--- src/hw/rtl/hcmm_pkg.sv ---
// Shared constants, operation codes and types of the handheld console memory map.
package hcmm_pkg;

    localparam int DATA_W = 8;
    localparam int ADDR_W = 16;
    localparam int FUNC_W = 2;

    // Operation codes of a request
    localparam logic [FUNC_W-1:0] FUNC_READ  = 2'd0;
    localparam logic [FUNC_W-1:0] FUNC_WRITE = 2'd1;
    localparam logic [FUNC_W-1:0] FUNC_LOAD  = 2'd2;

    // Address map
    localparam logic [ADDR_W-1:0] ROM_MASK  = 16'h7FFF;
    localparam logic [ADDR_W-1:0] BANK_MASK = 16'h1FFF;
    localparam logic [ADDR_W-1:0] WRAM_BASE = 16'hC000;
    localparam logic [ADDR_W-1:0] OAM_BASE  = 16'hFE00;
    localparam logic [ADDR_W-1:0] GAP_BASE  = 16'hFEA0;
    localparam logic [ADDR_W-1:0] IO_BASE   = 16'hFF00;
    localparam logic [ADDR_W-1:0] LY_ADDR   = 16'hFF44;

    localparam logic [DATA_W-1:0] OPEN_BUS  = 8'hFF;

    // Decoded access handed from the decoder to the top level
    typedef struct packed {
        logic              rd;
        logic              wr;
        logic              open_bus;
        logic [ADDR_W-1:0] mem_addr;
    } dec_t;

endpackage

--- src/hw/rtl/hcmm_decode.sv ---
// Bus address decoder: maps a request onto the flat storage address space.
module hcmm_decode (
    input  logic [hcmm_pkg::FUNC_W-1:0] func,
    input  logic [hcmm_pkg::ADDR_W-1:0] addr,
    output hcmm_pkg::dec_t              dec
);

    logic [3:0]                  top;
    logic                        ext_ram;
    logic                        gap;
    logic                        echo;
    logic                        no_write;
    logic [hcmm_pkg::ADDR_W-1:0] phys;

    always_comb
    begin
        top      = addr[15:12];
        ext_ram  = top inside {4'hA, 4'hB};
        gap      = (addr >= hcmm_pkg::GAP_BASE) && (addr < hcmm_pkg::IO_BASE);
        echo     = (top inside {[4'hE:4'hF]}) && (addr < hcmm_pkg::OAM_BASE);
        // echo area folds onto work RAM; everything else is stored at its bus address
        phys     = echo ? (hcmm_pkg::WRAM_BASE | (addr & hcmm_pkg::BANK_MASK)) : addr;
        no_write = !addr[15] || ext_ram || gap || (addr == hcmm_pkg::LY_ADDR);

        dec = '0;
        case (func)
            hcmm_pkg::FUNC_READ:
            begin
                dec.rd       = 1'b1;
                dec.open_bus = ext_ram || gap;
                dec.mem_addr = phys;
            end
            hcmm_pkg::FUNC_WRITE:
            begin
                dec.wr       = !no_write;
                dec.mem_addr = phys;
            end
            hcmm_pkg::FUNC_LOAD:
            begin
                dec.wr       = 1'b1;
                dec.mem_addr = addr & hcmm_pkg::ROM_MASK;
            end
            default:
            begin
                dec = '0;
            end
        endcase
    end

endmodule

--- config.mk ---
export PLATFORM = sky130hd
export DESIGN_NAME = hcmm_decode
export DESIGN_NICKNAME = d
export VERILOG_FILES = /design/src/hw/rtl/hcmm_pkg.sv /design/src/hw/rtl/hcmm_decode.sv
export SDC_FILE = /design/constraint.sdc
export NUM_CORES = 1
export LEC_CHECK = 0
export BUFFER_PORTS_ARGS = -buffer_cell sky130_fd_sc_hd__buf_2
export CAP_MARGIN = 20
export CORE_AREA = 2 2 39 41
export DETAILED_ROUTE_END_ITERATION = 10
export DIE_AREA = 0 0 41 43
export PLACE_DENSITY_LB_ADDON = 0.08
export RECOVER_POWER = 100
export SLEW_MARGIN = 20
export SYNTH_ARGS = -nofsm -noshare
export SYNTH_HDL_FRONTEND = slang
export SYNTH_SLANG_ARGS = --single-unit
--- constraint.sdc ---
create_clock -name vclk -period 2.75
set_input_delay 0.4125 -clock vclk [all_inputs]
set_output_delay 0.4125 -clock vclk [all_outputs]
set_load 0.01 [all_outputs]
==> results of run 1 <==
cell families (layout without fill, tap and decap cells):
logic type	Yosys count	in the layout	share of synthesized area (%)
AO/OA/AOI/OAI	4	4	11.82
adder cells (fa/ha/maj)	4	4	16.88
buffers and inverters	3	39	3.797
AND/OR/NAND/NOR	33	33	67.51
metal layers:
metal  track usage [%]  part of all wire, %
met1             14.24                   44
met2             16.25                   45
met3            0.5236                   10
met4                 0                    0
met5                 0                    0
synthesized netlist by cell type (2+ instances only):
cell / instances / share of area [%]
nand2_1: 2 / 2.5
inv_1: 2 / 2.5
nand3_1: 2 / 3.4
nor2_1: 4 / 5.1
ha_1: 4 / 17
nand2b_1: 2 / 4.2
and2_1: 14 / 30
metrics by stage:
| stage | setup slack, ps | std cells | hold slack [ps] | util [%] |
|---|---|---|---|---|
| 2_1_floorplan | 940.1 | 44 | 956.3 | - |
| 3_3_place_gp | 548.3 | 96 | 1129 | 35.99 |
| 3_5_place_dp | 502.8 | 96 | 1127 | 35.99 |
| 4_1_cts | 515.8 | 96 | 1127 | 35.99 |
| 5_1_grt | 322.3 | 96 | 1171 | 35.35 |
| 6_report | 538.4 | 96 | 1126 | 35.35 |
layout make-up:
class              count  area, sq um
fillers              163        894.6
multi-input cells     41        285.3
repair buffers        37        176.4
well taps             16        20.02
inverters              2        7.507
power groups by stage:
stage | Clock [uW] | Combinational (uW) | Sequential (uW)
5_1_grt | 0 | 85.4 | 0
3_5_place_dp | 0 | 77.7 | 0
2_1_floorplan | 0 | 40.0 | 0
6_report | 0 | 73.9 | 0
4_1_cts | 0 | 77.9 | 0
3_3_place_gp | 0 | 78.3 | 0
worst min-delay path, stage by stage:
cell    delay, ps
buf_2          80
and2_0        100
buf_2         120
worst max-delay path by stage:
stage | startpoint | endpoint
2_1_floorplan | func[0] | dec[13]
3_3_place_gp | func[0] | dec[13]
3_5_place_dp | func[0] | dec[13]
4_1_cts | func[0] | dec[13]
5_1_grt | func[0] | dec[13]
6_report | func[0] | dec[13]
==> metrics.yaml, run 1 <==
sta:
  slew_headroom_pct: 55.36
  min_period_ps: 2212
  hold_violations: 0
  finalSetupTns_ps: 0
  grt_setup_unrepaired: "no"
  slew_violations: 0
  worst_pin_slew_ps: 667.1
  timing.final.crit_share_pct: 80.42
  max_freq_mhz: 452.2
  setup_viol: 0
placement:
  dp_hpwl_microns: 823.2
  placed_cell_area_sq_um: 498.0
  placement.io_buffers: 37
  gp_congestion: 0.7502
power_and_ir_drop:
  p_sw_share_pct: 52.84
  power_uw: 73.90
  combinationalPowerShare_pct: 100.0
  p_clk_share_pct: 0
  peakVddDrop_mv: 0.05548
  p_per_area_mw_per_mm2: 151.0
  power.leakage_uw: 0.0002460
  p_seq_share_pct: 0
  internal-power_uw: 34.85
  power.net_switching_uw: 39.05
synth:
  ys_seq_area_share_pct: 0
  postSynthNetCount: 66
  synth.distinct_cells: 21
  synth.avg_cell_area_sq_um: 6.739
  syn_area_sq_um: 296.5
  synth_cells: 44
  yosysWarnings: 0
grt:
  grt_pass1_vias: 325
  antenna_found_initial: 0
  grt_pass1_wl_microns: 1304
  grtUsageTotal_pct: 9.790
  grt_max_degree: 16
  gr-total-overflow: 0
min_path:
  hold_path.startpoint: "addr[1]"
  hold_class: "in2out"
  hold_end: "dec[1]"
  worst_hold_path.num_cells: 3
layout:
  layout.area.seq_sq_um: 0
  sequential_cell_total: 0
  fin_nets: 104
  final_common_cell: "buf_2"
  final_cell_mix: "buf_2, and2_0, clkbuf_1, nor2_1, ha_1"
  drive_gt1_share_pct: 40.00
  clkbuf_count: 0
  n_antenna_cell: 0
  finalInstanceArea_sq_um: 489.2
  area.growth.synth_to_final_pct: 64.98
route:
  antenna_left: 0
  vias: 431
  wire_per_inst_microns: 9.323
  drt-total-wl_microns: 895
  drtIter0Drc: 2
  firstDrtPassIters: 2
  vias_per_cell: 4.490
  drc: 0
die:
  core_area_sq_mm: 0.001384
  top_level_ports: 37
  die-area_sq_mm: 0.001763
  dieHeight_microns: 43
  fp-row-count: 14
  die_x_microns: 41
  start_util_pct: 21.43
setup_path:
  path_cells: "buf_2 > inv_1 > ha_1 > nor3_1 > nor2_1 > o311a_1 > clkbuf_1"
  worst_ep_required_time_ps: 2340
  cp_max_fo: 15
  cp_num_buf_inv: 3
  slowest_stage: "nor2_1"
  cpLargestDelayFamily: "simple AND/OR/NAND/NOR gates"
  critical_path_depth: 7
  crit_path_end_kind: "output port"
  startpoint_type: "input pin"
  crit_arrival_ps: 1800
  criticalPathCategory: "in2out"
  slowest_delay_ps: 510
clock_tree:
  cts_setup_buffers: 0
  hold_buffers: 0
  cts_repair_resize_count: 0
run:
  cap_violations: 0
status:
  status: "finished clean"
Note: power is estimated with default switching activity, not from simulation.
==> run 2, diff against run 1 <==
Clock period 2.75 ns to 2.3 ns, I/O delays scaled along.
==> run 2 against run 1 <==
Net effect:
- critical path type unchanged
- utilization fell by 0.090 points
- hold slack lost 140 ps
- setup slack lost 60 ps
- routed wire length grew 3.5%
- via count is 3.5% lower
- critical path depth rose by 1
- sequential share of layout area stayed put
- cell count increased by 1.0%
- flip-flop and latch count is the same
==> metrics.yaml, run 2 (synthesis gave the netlist of run 1 again) <==
layout:
  clkbuf_count: 0
  post-route-util_pct: 35.26
  fillers: 164
  area.growth.synth_to_final_pct: 64.56
  drive_gt1_share_pct: 32.10
  final_common_cell: "buf_2"
  sequential_cell_total: 0
  layout.area.seq_sq_um: 0
  n_antenna_cell: 0
  final_cell_mix: "buf_2, clkbuf_1, and2_1"
  finalInstanceArea_sq_um: 488.0
  fin_nets: 105
power_and_ir_drop:
  peakVddDrop_mv: 0.06158
  internal-power_uw: 42.51
  power.net_switching_uw: 48.16
  p_per_area_mw_per_mm2: 185.8
  power.leakage_uw: 0.0002323
  p_sw_share_pct: 53.11
  combinationalPowerShare_pct: 100.0
  p_clk_share_pct: 0
  p_seq_share_pct: 0
sta:
  layout_setup_ws_ps: 478.0
  max_freq_mhz: 548.8
  slew_violations: 0
  min_period_ps: 1822
  worst_pin_slew_ps: 227.5
  setup_viol: 0
  hold_violations: 0
  finalSetupTns_ps: 0
  slew_headroom_pct: 84.69
  timing.final.crit_share_pct: 79.22
  grt_setup_unrepaired: "no"
die:
  dieHeight_microns: 43
  core_area_sq_mm: 0.001384
  die_x_microns: 41
  start_util_pct: 21.43
  fp-row-count: 14
  top_level_ports: 37
  die-area_sq_mm: 0.001763
clock_tree:
  hold_buffers: 0
  cts_setup_buffers: 0
  cts_repair_resize_count: 0
setup_path:
  crit_path_end_kind: "output port"
  slowest_stage: "ha_1"
  cp_max_fo: 15
  criticalPathCategory: "in2out"
  slowest_delay_ps: 230
  worst_ep_required_time_ps: 1960
  crit_top_cell: "clkbuf_1"
  startpoint_type: "input pin"
  path_cells: "clkbuf_1 > inv_1 > ha_1 > nor3_1 > nor2_1 > buf_4 > and2_1 > clkbuf_1"
  crit_arrival_ps: 1480
route:
  drc: 0
  vias: 416
  firstDrtPassIters: 2
  wire_per_inst_microns: 9.546
  wl_met2_microns: 411
  antenna_left: 0
  drtIter0Drc: 1
  top_layer_used: "met3"
  vias_per_cell: 4.289
  wl_met1_microns: 406
  wl_met3_microns: 107
  drt-total-wl_microns: 926
status:
  status: "finished clean"
grt:
  grtUsageTotal_pct: 10.79
  grt_pass1_wl_microns: 1400
  gr-total-overflow: 0
  grt_pass1_vias: 346
  antenna_found_initial: 0
  grt_max_degree: 16
run:
  cap_violations: 0
placement:
  placed_cell_area_sq_um: 505.5
  dp_slack_ps: 516.0
  gp_congestion: 0.7247
  placement.io_buffers: 37
min_path:
  hold_path.startpoint: "addr[0]"
  hold_end: "dec[0]"
  worst_hold_path.num_cells: 3
  hold_class: "in2out"
-- run 2: cell types whose count changed in the layout (fill, tap and decap cells not counted), sizes merged --
cell	previous run	this run
clkbuf	7	14
buf	30	24
-- run 2: cell type report --
type | count | area (sq um) | share of cell area [%]
Multi-Input combinational cell | 41 | 285.3 | 58.46
Tap cell | 16 | 20.02 | 4.103
Timing Repair Buffer | 38 | 175.2 | 35.90
Inverter | 2 | 7.507 | 1.538
-- run 2: power groups by stage --
stage / Sequential [uW] / Combinational (uW) / Clock, uW
after floorplan: 0 / 47.9 / 0
after global placement: 0 / 96.0 / 0
after detailed placement: 0 / 95.8 / 0
after CTS: 0 / 96.2 / 0
after global routing: 0 / 103 / 0
final: 0 / 90.7 / 0
-- run 2: through the flow --
stage | power (uW) | std cells | hold WS [ps]
detailed placement | 95.77 | 97 | 986.9
finish | 90.67 | 97 | 987.2
CTS | 96.23 | 97 | 986.4
global placement | 96.00 | 97 | 988.6
global route | 103.0 | 97 | 1046
floorplan | 47.88 | 44 | 821.3
-- run 2: routing by layer --
metal | track usage (%) | vias to the layer above
met4 | 0 | 0
met5 | 0 | -
met2 | 20.94 | 21
met1 | 12.66 | 165
met3 | 0.5236 | 0
li1 | - | 230
-- run 2: worst max path at each step --
stage          startpoint       to  slack, ps  cells past startpoint
4_1_cts           addr[4]  dec[17]        510                      5
2_1_floorplan     func[0]  dec[13]        630                      6
3_5_place_dp      addr[4]  dec[17]        520                      5
5_1_grt           func[0]   dec[0]        330                      8
6_report          func[0]   dec[7]        480                      8
3_3_place_gp      addr[4]  dec[17]        510                      5
-- run 2: worst max-delay path, delay by kind of cell --
kind	cells	cell delay, ps
buf+inv	4	510
fa+ha+maj	1	230
simple gates	3	410
==> run 3, diff against run 2 <==
Clock period 2.3 ns to 1.6 ns, I/O delays scaled along.
==> run 3 against run 2 <==
Net effect:
- sequential share of layout area unchanged
- flip-flop and latch count is the same
- total power increased by 61%
==> metrics.yaml, run 3 (synthesis gave the netlist of run 1 again) <==
grt:
  grtUsageTotal_pct: 10.39
  antenna_found_initial: 0
  grt_max_degree: 15
  gr-total-overflow: 0
  grt_pass1_wl_microns: 1373
  grt_pass1_vias: 347
route:
  firstDrtPassIters: 4
  vias_per_cell: 4.436
  drc: 0
  vias: 448
  antenna_left: 0
  drtIter0Drc: 4
  drt-total-wl_microns: 965
  wire_per_inst_microns: 9.554
layout:
  clkbuf_count: 0
  area.growth.synth_to_final_pct: 84.81
  finalInstanceArea_sq_um: 548.0
  layout.area.seq_sq_um: 0
  n_antenna_cell: 0
  fin_nets: 109
  final_common_cell: "buf_2"
  multi_input_area_sq_um: 304.0
  fillers: 174
  final_cell_mix: "buf_2, and2_1, clkbuf_2, buf_4"
  drive_gt1_share_pct: 54.12
  sequential_cell_total: 0
sta:
  worst_pin_slew_ps: 204.0
  slew_headroom_pct: 86.29
  hold_violations: 0
  setup_viol: 0
  grt_setup_unrepaired: "no"
  min_period_ps: 1517
  finalSetupTns_ps: 0
  timing.final.crit_share_pct: 94.82
  slew_violations: 0
  max_freq_mhz: 659.2
placement:
  placed_cell_area_sq_um: 528.0
  gp_congestion: 0.7350
  placement.io_buffers: 37
  dp_hpwl_microns: 869.7
setup_path:
  worst_ep_required_time_ps: 1360
  slowest_delay_ps: 470
  startpoint_type: "input pin"
  crit_arrival_ps: 1280
  worstSetupStartpoint: "addr[4]"
  path_cells: "buf_2 > or3b_2 > nor4_2 > o221ai_1 > clkbuf_2"
  slowest_stage: "or3b_2"
  criticalPathCategory: "in2out"
  crit_path_end_kind: "output port"
  cp_max_fo: 2
die:
  die-area_sq_mm: 0.001763
  start_util_pct: 21.43
  fp-row-count: 14
  die_x_microns: 41
  core_area_sq_mm: 0.001384
  top_level_ports: 37
  dieHeight_microns: 43
power_and_ir_drop:
  peakVddDrop_mv: 0.09106
  power_uw: 146.1
  p_per_area_mw_per_mm2: 266.5
  power.leakage_uw: 0.0002891
status:
  status: "finished clean"
run:
  cap_violations: 0
min_path:
  hold_path.startpoint: "addr[0]"
  hold_class: "in2out"
-- run 3: path summary, 6_finish.rpt --
check / end / slack, ps / depth (start not counted)
min: dec[0] / 780 / 3
max: dec[17] / 80 / 5
-- run 3: through the flow --
step	hold slack, ps	setup WS (ps)	instances	util (%)
after floorplan	611.3	135.1	44	-
after global placement	779.9	11.43	100	38.16
after detailed placement	778.0	0.9931	100	38.16
after CTS	778.0	3.661	100	38.16
after global routing	816.0	4.722	101	39.60
final	777.3	82.90	101	39.60
-- run 3: final cells by class --
type / count / share of cell area (%)
Inverter: 2 / 1.370
Multi-Input combinational cell: 41 / 55.48
Tap cell: 16 / 3.653
Timing Repair Buffer: 42 / 39.50
-- run 3: repair_timing --
action                                  CTS  global route
buffers inserted                          0             0
endpoints found under the setup margin    0            15
resized for setup                         0             6
hold buffers                              0             0
-- run 3: critical path, delay by kind of cell --
family,cells,cell delay (ps)
AND/OR/NAND/NOR,2,620
buffers and inverters,2,250
AO/OA/AOI/OAI,1,170
-- run 3: routing by layer --
layer  vias up  track usage [%]  part of all wire, %  wire length, microns
met5         -                0                    0                     0
met4         0                0                    0                     0
met3         0                0                   11                   109
met2        21            18.75                   49                   469
met1       187            13.92                   40                   386
li1        240                -                    -                     -
-- run 3: power by group --
part | internal, uW | switching (uW)
combinational | 74.0 | 72.1
clock | 0 | 0
sequential | 0 | 0
